`src/sv/sfcp_pkg.sv`:
```
// Package with shared types, constants and the CRC byte fold for the frame packer.
`timescale 1ns / 1ps
package sfcp_pkg;

  // Frame and CRC constants.
  localparam int CHANNELS = 8;
  localparam int CNT_W = (CHANNELS > 1) ? $clog2(CHANNELS) : 1;
  localparam logic [15:0] CRC_POLY = 16'hA001;
  localparam logic [15:0] CRC_INIT = 16'hFFFF;

  // Queue between the front and the back part.
  localparam int Q_DEPTH = 4;
  localparam int Q_PTR_W = $clog2(Q_DEPTH);
  localparam int Q_CNT_W = $clog2(Q_DEPTH + 1);

  // One classified sample as it waits in the queue.
  typedef struct packed {
    logic [15:0] sample;
    logic        last;
  } item_t;

  // Byte phase of the back part.
  typedef enum logic [1:0] {
    PH_LO,
    PH_HI,
    PH_CRC_LO,
    PH_CRC_HI
  } phase_t;

  // Fold one byte into a reflected CRC-16, one bit per step.
  function automatic logic [15:0] crc_fold(input logic [15:0] crc, input logic [7:0] data);
    logic [15:0] c;
    c = crc ^ {8'h00, data};
    for (int b = 0; b < 8; b++) begin
      if (c[0]) begin
        c = (c >> 1) ^ CRC_POLY;
      end else begin
        c = c >> 1;
      end
    end
    return c;
  endfunction

endpackage

```
`src/sv/sfcp_fifo.sv`:
```
// Short register queue that decouples the front and back parts.
`timescale 1ns / 1ps
module sfcp_fifo import sfcp_pkg::*; (
  input  logic  clk,
  input  logic  rst_n,
  input  logic  wr_en,
  input  item_t wr_item,
  output logic  q_full,
  input  logic  rd_en,
  output logic  q_valid,
  output item_t rd_item
);

  item_t              mem_r [Q_DEPTH];
  logic [Q_PTR_W-1:0] wr_ptr_r, wr_ptr_nxt;
  logic [Q_PTR_W-1:0] rd_ptr_r, rd_ptr_nxt;
  logic [Q_CNT_W-1:0] count_r, count_nxt;
  logic               do_wr, do_rd;

  // Status and head of the queue.
  assign q_full  = (count_r == Q_CNT_W'(Q_DEPTH));
  assign q_valid = (count_r != '0);
  assign rd_item = mem_r[rd_ptr_r];
  assign do_wr   = wr_en && !q_full;
  assign do_rd   = rd_en && q_valid;

  // Pointer and fill count update.
  always_comb begin
    wr_ptr_nxt = do_wr ? wr_ptr_r + 1'b1 : wr_ptr_r;
    rd_ptr_nxt = do_rd ? rd_ptr_r + 1'b1 : rd_ptr_r;
    count_nxt  = count_r;
    if (do_wr && !do_rd) begin
      count_nxt = count_r + 1'b1;
    end else if (do_rd && !do_wr) begin
      count_nxt = count_r - 1'b1;
    end
  end

  always_ff @(posedge clk) begin
    if (!rst_n) begin
      wr_ptr_r <= '0;
      rd_ptr_r <= '0;
      count_r  <= '0;
    end else begin
      wr_ptr_r <= wr_ptr_nxt;
      rd_ptr_r <= rd_ptr_nxt;
      count_r  <= count_nxt;
    end
  end

  // Entry storage needs no reset.
  always_ff @(posedge clk) begin
    if (do_wr) begin
      mem_r[wr_ptr_r] <= wr_item;
    end
  end

endmodule

```
`src/sv/sfcp_front.sv`:
```
// Front part: takes samples, tracks the channel slot and marks the last channel.
`timescale 1ns / 1ps
module sfcp_front import sfcp_pkg::*; (
  input  logic        clk,
  input  logic        rst_n,
  input  logic [15:0] in_sample,
  input  logic        push,
  input  logic        q_full,
  output logic        q_wr,
  output item_t       q_item
);

  logic [CNT_W-1:0] chan_r, chan_nxt;
  logic             is_last;

  // A sample at or beyond the final slot closes the frame.
  assign is_last       = ({1'b0, chan_r} >= (CNT_W + 1)'(CHANNELS - 1));
  assign q_wr          = push && !q_full;
  assign q_item.sample = in_sample;
  assign q_item.last   = is_last;

  // Channel slot counter advances on every input transfer.
  always_comb begin
    chan_nxt = chan_r;
    if (q_wr) begin
      chan_nxt = is_last ? '0 : chan_r + 1'b1;
    end
  end

  always_ff @(posedge clk) begin
    if (!rst_n) begin
      chan_r <= '0;
    end else begin
      chan_r <= chan_nxt;
    end
  end

endmodule

```
`src/sv/sfcp_back.sv`:
```
// Back part: emits frame bytes one per cycle unless stalled; keeps the running CRC.
`timescale 1ns / 1ps
module sfcp_back import sfcp_pkg::*; (
  input  logic       clk,
  input  logic       rst_n,
  input  logic       q_valid,
  input  item_t      q_item,
  output logic       q_rd,
  output logic [7:0] out_tx_byte,
  output logic       out_frame_end,
  output logic       empty,
  input  logic       pop
);

  phase_t      state_r, state_nxt;
  logic [15:0] crc_r, crc_nxt;
  logic        out_valid_r, out_valid_nxt;
  logic [7:0]  out_byte_r, out_byte_nxt;
  logic        out_end_r, out_end_nxt;
  logic        advance;

  assign empty         = !out_valid_r;
  assign out_tx_byte   = out_byte_r;
  assign out_frame_end = out_end_r;

  // The output register takes a new byte when it is free or being drained.
  assign advance = !out_valid_r || pop;

  // Byte sequencer: sample low, sample high, then the CRC bytes on the last channel.
  always_comb begin
    state_nxt     = state_r;
    crc_nxt       = crc_r;
    out_valid_nxt = out_valid_r && !pop;
    out_byte_nxt  = out_byte_r;
    out_end_nxt   = out_end_r;
    q_rd          = 1'b0;
    if (advance) begin
      case (state_r)
        PH_LO: begin
          if (q_valid) begin
            out_valid_nxt = 1'b1;
            out_byte_nxt  = q_item.sample[7:0];
            out_end_nxt   = 1'b0;
            crc_nxt       = crc_fold(crc_r, q_item.sample[7:0]);
            state_nxt     = PH_HI;
          end
        end
        PH_HI: begin
          if (q_valid) begin
            out_valid_nxt = 1'b1;
            out_byte_nxt  = q_item.sample[15:8];
            out_end_nxt   = 1'b0;
            crc_nxt       = crc_fold(crc_r, q_item.sample[15:8]);
            q_rd          = 1'b1;
            state_nxt     = q_item.last ? PH_CRC_LO : PH_LO;
          end
        end
        PH_CRC_LO: begin
          out_valid_nxt = 1'b1;
          out_byte_nxt  = crc_r[7:0];
          out_end_nxt   = 1'b0;
          state_nxt     = PH_CRC_HI;
        end
        PH_CRC_HI: begin
          out_valid_nxt = 1'b1;
          out_byte_nxt  = crc_r[15:8];
          out_end_nxt   = 1'b1;
          crc_nxt       = CRC_INIT;
          state_nxt     = PH_LO;
        end
        default: begin
          state_nxt = PH_LO;
        end
      endcase
    end
  end

  // Control state and CRC.
  always_ff @(posedge clk) begin
    if (!rst_n) begin
      state_r     <= PH_LO;
      crc_r       <= CRC_INIT;
      out_valid_r <= 1'b0;
    end else begin
      state_r     <= state_nxt;
      crc_r       <= crc_nxt;
      out_valid_r <= out_valid_nxt;
    end
  end

  // Output payload register.
  always_ff @(posedge clk) begin
    out_byte_r <= out_byte_nxt;
    out_end_r  <= out_end_nxt;
  end

endmodule

```
`src/sv/scope_frame_crc16_packer.sv`:
```
// Top level of the CRC-16 framed sample packer.
//
//   channel | ports                        | transfer when
//   --------+------------------------------+-------------------
//   input   | in_sample, push, full        | push && !full
//   result  | out_tx_byte, out_frame_end,  | pop && !empty
//           | empty, pop                   |
//
// Each sample yields two bytes, and the last channel of a frame four; the back
// part emits one byte per cycle unless pop or an empty queue holds it back.
// A four-entry queue lets samples arrive while earlier bytes are still pending.
// Reset is synchronous, active low; it clears the channel slot, the CRC to 0xFFFF,
// the queue and the output valid flag. A stalled pop holds the byte in place.
`timescale 1ns / 1ps
module scope_frame_crc16_packer import sfcp_pkg::*; (
  input  logic        clk,
  input  logic        rst_n,
  input  logic [15:0] in_sample,
  input  logic        push,
  output logic        full,
  output logic [7:0]  out_tx_byte,
  output logic        out_frame_end,
  output logic        empty,
  input  logic        pop
);

  logic  q_wr, q_rd, q_full, q_valid;
  item_t q_wr_item, q_rd_item;

  assign full = q_full;

  // Front part classifies each sample.
  sfcp_front u_front (
    .clk       (clk),
    .rst_n     (rst_n),
    .in_sample (in_sample),
    .push      (push),
    .q_full    (q_full),
    .q_wr      (q_wr),
    .q_item    (q_wr_item)
  );

  // Queue between the two parts.
  sfcp_fifo u_fifo (
    .clk     (clk),
    .rst_n   (rst_n),
    .wr_en   (q_wr),
    .wr_item (q_wr_item),
    .q_full  (q_full),
    .rd_en   (q_rd),
    .q_valid (q_valid),
    .rd_item (q_rd_item)
  );

  // Back part emits bytes and the CRC.
  sfcp_back u_back (
    .clk           (clk),
    .rst_n         (rst_n),
    .q_valid       (q_valid),
    .q_item        (q_rd_item),
    .q_rd          (q_rd),
    .out_tx_byte   (out_tx_byte),
    .out_frame_end (out_frame_end),
    .empty         (empty),
    .pop           (pop)
  );

endmodule

```
`config.mk`:
```
export PLATFORM = sky130hd
export DESIGN_NAME = scope_frame_crc16_packer
export DESIGN_NICKNAME = d
export VERILOG_FILES = /design/src/sv/sfcp_pkg.sv /design/src/sv/sfcp_fifo.sv /design/src/sv/sfcp_front.sv /design/src/sv/sfcp_back.sv /design/src/sv/scope_frame_crc16_packer.sv
export SDC_FILE = /design/constraint.sdc
export NUM_CORES = 1
export LEC_CHECK = 0
export ABC_AREA = 1
export ABC_CLOCK_PERIOD_IN_PS = 6700
export BUFFER_PORTS_ARGS = -buffer_cell sky130_fd_sc_hd__buf_2
export CELL_PAD_IN_SITES_DETAIL_PLACEMENT = 1
export CELL_PAD_IN_SITES_GLOBAL_PLACEMENT = 1
export CORE_ASPECT_RATIO = 2
export CORE_MARGIN = 4
export CORE_UTILIZATION = 51
export DETAILED_ROUTE_END_ITERATION = 8
export PLACE_DENSITY_LB_ADDON = 0.1
export SYNTH_ARGS = -nofsm -noshare
export SYNTH_HDL_FRONTEND = slang
export SYNTH_SLANG_ARGS = --single-unit
```
`constraint.sdc`:
```
create_clock -name clk -period 6.7 [get_ports clk]
set_clock_uncertainty 0.15 [all_clocks]
set_input_delay 0.335 -clock clk [delete_from_list [all_inputs] [get_ports clk]]
set_output_delay 0.335 -clock clk [all_outputs]
set_load 0.005 [all_outputs]
```
==> results_dict.tcl, run 1 <==
set metrics [dict create \
    status "complete, no violations" \
    place_area_sq_um 5480 \
    postCtsSetupBuffers 0 \
    rows 52 \
    period_share 0.511 \
    crit_type "reg2reg" \
    layout_setup_ws_ps 3270 \
    power.density_nw_per_um2 499 \
    ios 31 \
    die_area_sq_um 12000 \
    grt_first_pass_wirelength_mm 21.2 \
    viasPerCell 5.58 \
    holdWs_ps 46.8 \
    hold_viol 0 \
    setup_tns_ps 0 \
    wire_per_inst_um 18.6 \
    synth_cells 536 \
    ys_async_sr_fraction 0 \
    detail_route.wirelength_mm 13.2 \
    antenna_found_initial 0 \
    finalNetCount 598 \
    busiest_layer "met2" \
    arrival_ps 3510 \
    use_met3 0.0286 \
    drtIter0Drc 154 \
    cp-start-kind "flop" \
    clk_latency_ps 350 \
    place_ws_ps 3270 \
    synth_edf_count 77 \
    cp_cell_sequence "clkinv_1 -> nor2_1 -> inv_1 -> nor3_1 -> inv_1 -> ha_1 -> inv_1 -> fa_1 -> o21ai_0 -> a21oi_1" \
    worstPathMaxFanout 14 \
    yosysSeqAreaShare 0.562 \
    grt_usage 0.234 \
    post-route-drc-count 0 \
    cts_tree "done" \
    fill_cells 1151 \
    use_met2 0.441 \
    ff_latch_area_sq_um 2930 \
    path_common_cell "inv_1" \
    min_path_type "in2reg" \
    syn_area_sq_um 5220 \
    crit_slowest_cell "nor3_1" \
    grt_overflow 0 \
    ys_types 41 \
    clkSlewWorstSetupHoldPaths_ps 80 \
    dr.pass1.iters 4 \
    maxCapViolCount 0 \
    slew_headroom 0.491 \
    start_util 0.517 \
    core_area_sq_um 10100 \
    area_growth_pct 10.7 \
    fp.dieW_um 79.5 \
    final-setup-viol-count 0 \
    ant_nets 0 \
    synth.avg_cell_area_sq_um 9.73 \
    hpwl_mm 9.81 \
    grt_use_met1 0.256 \
    fin_crit_ps 3430 \
    synthFlopType "edfxtp_1" \
    cts_max_level 3 \
    fin_area_sq_um 5770 \
    clock_sinks 108 \
    power_leakage_nw 2.36 \
    multi_input_area_sq_um 1980 \
    fp.dieH_um 151 \
    cts-hold-fix-buffers 0 \
    tightest_slew_ps 761 \
    gp_congestion 0.968 \
    rsz0062_at_grt "no" \
    clock_path_buffers 2 \
    worstPathRequired_ps 6790 \
    end_kind "flop" \
    numCtsBuffers 9 \
    final-max-slew-violation-count 0 \
    cts_root_buf "clkbuf_16" \
    ir_drop_uv 222 \
    grt_max_degree 36 \
    via_count 3959 \
    yosys_warnings 0 \
    max_freq_mhz 292 \
    grt_pass1_vias 4278 \
    drive_above_1_share 0.163 \
    cpPeakStageDelay_ps 570 \
    portBuffers 30 \
    cts_repair_resize_count 0 \
    syn_nets 564 \
    yosys_register_bits 108 \
    antennaDiodeCount 0 \
]
power breakdown:
group          switching (mW)  total, mW  internal [mW]
combinational           0.947       1.39          0.442
clock                   0.263      0.529          0.267
sequential             0.0869      0.963          0.877
flip-flops by register name, summed over array words and instances, names as in the netlist, named ones only:
| name | flops |
|---|---|
| u_fifo.mem_r | 68 |
| u_back.state_r | 1 |
| u_back.crc_r | 16 |
| u_front.chan_r | 3 |
| u_fifo.count_r | 3 |
| u_fifo.rd_ptr_r | 2 |
| u_back.out_tx_byte | 8 |
| u_back.out_frame_end | 1 |
| u_back.out_valid_r | 1 |
| u_fifo.wr_ptr_r | 2 |
cell usage after synthesis, types with 2 or more instances:
| library cell | instances | area share |
|---|---|---|
| nor3_1 | 3 | 0.0029 |
| nand2_2 | 14 | 0.017 |
| xor2_1 | 8 | 0.013 |
| a21oi_1 | 24 | 0.023 |
| xnor2_1 | 2 | 0.0034 |
| buf_2 | 3 | 0.0029 |
| o2111ai_1 | 8 | 0.013 |
| clkinv_1 | 4 | 0.0029 |
| o21ai_0 | 21 | 0.020 |
| nand3_1 | 61 | 0.059 |
| o221ai_1 | 3 | 0.0050 |
| nand2_1 | 147 | 0.11 |
| buf_6 | 6 | 0.013 |
| dfxtp_1 | 31 | 0.12 |
| clkbuf_1 | 4 | 0.0029 |
| o22a_2 | 2 | 0.0038 |
| nor2_1 | 26 | 0.019 |
| edfxtp_1 | 77 | 0.44 |
| nand3_2 | 11 | 0.021 |
| ha_1 | 7 | 0.017 |
| xor2_2 | 6 | 0.019 |
| inv_1 | 38 | 0.027 |
| o22ai_1 | 6 | 0.0072 |
| o211ai_1 | 7 | 0.010 |
cell usage in the layout (no fill, tap or decap), types with 9 or more instances in the layout:
cell type,count
buf_2,30
nand3_2,11
nor2_1,26
nand2_1,147
o21ai_0,21
a21oi_1,24
nand3_1,61
clkbuf_16,9
edfxtp_1,77
inv_1,38
nand2_2,14
dfxtp_1,31
metal layers:
metal,vias to the layer above,part of all wire
met3,18,0.020
met4,0,0.029
met1,1969,0.38
met2,66,0.57
met5,-,0
li1,1906,-
final timing paths:
kind | cells past startpoint | slack (ps) | endpoint | from
min | 1 | 50 | u_fifo.mem_r[1][11]$_DFFE_PP_ | in_sample[10]
min reg2reg | 2 | 320 | flop | u_fifo.rd_ptr_r[1]$_SDFFE_PN0P_
max reg2reg | 10 | 3270 | u_fifo.count_r[1]$_SDFFE_PN0P_ | u_back.state_r[0]$_SDFFE_PN0P_
max | 10 | 3270 | u_fifo.count_r[1]$_SDFFE_PN0P_ | u_back.state_r[0]$_SDFFE_PN0P_
worst max-delay path: cells and delay by family (launching register included):
| kind | cells | cell delay (ps) |
|---|---|---|
| AOI/OAI and AO/OA | 2 | 230 |
| adders and majority gates | 2 | 610 |
| buffers and inverters | 4 | 860 |
| DFF | 1 | 490 |
| and+or+nand+nor | 2 | 970 |
kinds of logic after synthesis:
kind of cell             share of synthesized area
AO/OA/AOI/OAI                               0.0931
flip-flops                                   0.562
XOR/XNOR                                    0.0386
AND/OR/NAND/NOR                              0.228
buffers and inverters                       0.0578
adder cells (fa/ha/maj)                     0.0206
stage by stage:
step / total power [mW] / util / instances
5_1_grt: 3.09 / 0.573 / 710
6_report: 2.88 / 0.573 / 710
4_1_cts: 2.89 / 0.573 / 710
3_3_place_gp: 2.30 / 0.543 / 694
3_5_place_dp: 2.36 / 0.543 / 694
2_1_floorplan: 1.96 / - / 536
final cells by class:
type | count | area share
timing repair buffer | 38 | 0.0364
multi-input combinational | 368 | 0.343
clock buffer | 9 | 0.0390
clock inverter | 7 | 0.0128
tap | 135 | 0.0293
inverter | 45 | 0.0314
sequential | 108 | 0.508
(Power assumes the default switching activity.)
==> inputs of run 2 (changes only) <==
--- a/config.mk
+++ b/config.mk
@@ -6,13 +6,13 @@
 export NUM_CORES = 1
 export LEC_CHECK = 0
 export ABC_AREA = 1
-export ABC_CLOCK_PERIOD_IN_PS = 6700
+export ABC_CLOCK_PERIOD_IN_PS = 3400
 export BUFFER_PORTS_ARGS = -buffer_cell sky130_fd_sc_hd__buf_2
 export CELL_PAD_IN_SITES_DETAIL_PLACEMENT = 1
 export CELL_PAD_IN_SITES_GLOBAL_PLACEMENT = 1
 export CORE_ASPECT_RATIO = 2
 export CORE_MARGIN = 4
-export CORE_UTILIZATION = 51
+export CORE_UTILIZATION = 48
 export DETAILED_ROUTE_END_ITERATION = 8
 export PLACE_DENSITY_LB_ADDON = 0.1
 export SYNTH_ARGS = -nofsm -noshare
==> constraint.sdc (replaced) <==
create_clock -name clk -period 3.4 [get_ports clk]
set_clock_uncertainty 0.15 [all_clocks]
set_input_delay 0.17 -clock clk [delete_from_list [all_inputs] [get_ports clk]]
set_output_delay 0.17 -clock clk [all_outputs]
set_load 0.005 [all_outputs]
==> run 2 against run 1 <==
  * Critical path type unchanged
  * Sequential power rose by 100%
  * Maximum frequency rose by 20%
  * Combinational power rose by 99%
  * Power rose by 100%
  * Cell count rose by 3.4%
  * Final area rose by 3.8%
  * Utilization fell by 0.43 points
  * Flip-flop and latch count did not move
  * Non-clock buffer count rose by 22
  * Clock-buffer cell count rose by 1
  * Routed wire length rose by 3.4%
==> results_dict.tcl, run 2 (same netlist as run 1, synthesis figures left out) <==
set metrics [dict create \
    status "complete, no violations" \
    largest-register "u_fifo.mem_r" \
    end_kind "flop" \
    hpwl_mm 10.1 \
    setup_tns_ps 0 \
    maxCapViolCount 0 \
    fin_util 0.568 \
    cts_max_level 3 \
    fp.dieW_um 81.7 \
    core_area_sq_um 10500 \
    max_freq_mhz 351 \
    gp_congestion 0.978 \
    path_common_cell "inv_1" \
    r2r_slack_ps 550 \
    cp-start-kind "flop" \
    drive_above_1_share 0.166 \
    portBuffers 30 \
    clk_latency_ps 350 \
    postCtsSetupBuffers 0 \
    grt_pass1_vias 4348 \
    fp.dieH_um 155 \
    grt_usage 0.232 \
    rsz0062_at_grt "no" \
    drtIter0Drc 189 \
    viasPerCell 5.50 \
    power.density_nw_per_um2 964 \
    clock_path_buffers 2 \
    area_growth_pct 14.9 \
    final_cell_mix "147 x nand2_1, 77 x edfxtp_1, 61 x nand3_1" \
    ant_nets 0 \
    cpPeakStageDelay_ps 540 \
    cts_repair_resize_count 0 \
    largest_reg_flops 68 \
    final-setup-viol-count 0 \
    ir_drop_uv 441 \
    dr.pass1.iters 4 \
    start_util 0.495 \
    crit_type "reg2reg" \
    slew_headroom 0.514 \
    worstPathMaxFanout 10 \
    hold_viol 0 \
    rows 53 \
    power_leakage_nw 2.46 \
    cts_tree "done" \
    cts_root_buf "clkbuf_16" \
    multi_input_area_sq_um 1980 \
    ff_latch_area_sq_um 2930 \
    numCtsBuffers 9 \
    post-route-drc-count 0 \
    die_area_sq_um 12700 \
    ios 31 \
    fill_cells 1189 \
    final_common_cell "nand2_1" \
    detail_route.wirelength_mm 13.7 \
    antennaDiodeCount 0 \
    tightest_slew_ps 727 \
    clkSlewWorstSetupHoldPaths_ps 70 \
    grt_overflow 0 \
    antenna_found_initial 0 \
    period_share 0.837 \
    via_count 4035 \
    cp_cell_sequence "clkinv_1 -> nor2_1 -> inv_1 -> nor3_1 -> buf_4 -> inv_1 -> ha_1 -> inv_1 -> fa_1 -> o21ai_0 -> a21oi_1" \
    grt_max_degree 35 \
    min_path_type "in2reg" \
    final-max-slew-violation-count 0 \
    wire_per_inst_um 18.6 \
    clock_sinks 108 \
    finalNetCount 620 \
    cts-hold-fix-buffers 16 \
    fin_crit_ps 2850 \
    arrival_ps 2930 \
    crit_slowest_cell "dfxtp_1" \
    worstPathRequired_ps 3490 \
    grt_first_pass_wirelength_mm 22.0 \
]
run 2: stage by stage:
step           power, mW  setup slack [ps]  hold WS (ps)  area, sq um  cells
3_5_place_dp        4.68               574           237         5520    702
5_1_grt             6.20               232          36.1         5990    734
2_1_floorplan       3.86               765           119         5220    536
6_report            5.77               553          15.7         5990    734
4_1_cts             5.79               547          17.8         5990    734
3_3_place_gp        4.57               622           228         5520    702
run 2: power by group:
part	leakage [nW]	internal (mW)	total, mW	switching [mW]
combinational	1.35	0.921	2.77	1.85
clock	0.147	0.586	1.07	0.488
sequential	0.969	1.73	1.93	0.201
run 2: cell type report:
class / count / area share
Clock buffer: 10 / 0.0382
Multi-Input combinational cell: 368 / 0.331
Clock inverter: 6 / 0.0134
Timing Repair Buffer: 60 / 0.0693
Tap cell: 137 / 0.0286
Inverter: 45 / 0.0303
Sequential cell: 108 / 0.489
run 2: path summary, 6_finish.rpt:
kind                                   start                               to  cells past startpoint
min reg2reg  u_fifo.rd_ptr_r[1]$_SDFFE_PN0P_  u_fifo.rd_ptr_r[1]$_SDFFE_PN0P_                      2
max           u_back.state_r[0]$_SDFFE_PN0P_   u_fifo.count_r[1]$_SDFFE_PN0P_                     11
max reg2reg   u_back.state_r[0]$_SDFFE_PN0P_   u_fifo.count_r[1]$_SDFFE_PN0P_                     11
min                                      pop    u_back.out_valid_r$_SDFF_PN0_                      4
run 2: layer usage:
layer,share of wire,track usage
met1,0.38,0.262
met2,0.53,0.407
met3,0.028,0.0330
met4,0.057,0.128
met5,0,0
run 2: worst max-delay path: cells and delay by family (launching register included):
kind            cells  cell delay [ps]
buf+inv             5              780
fa+ha+maj           2              590
flops               1              540
simple gates        2              420
compound gates      2              250
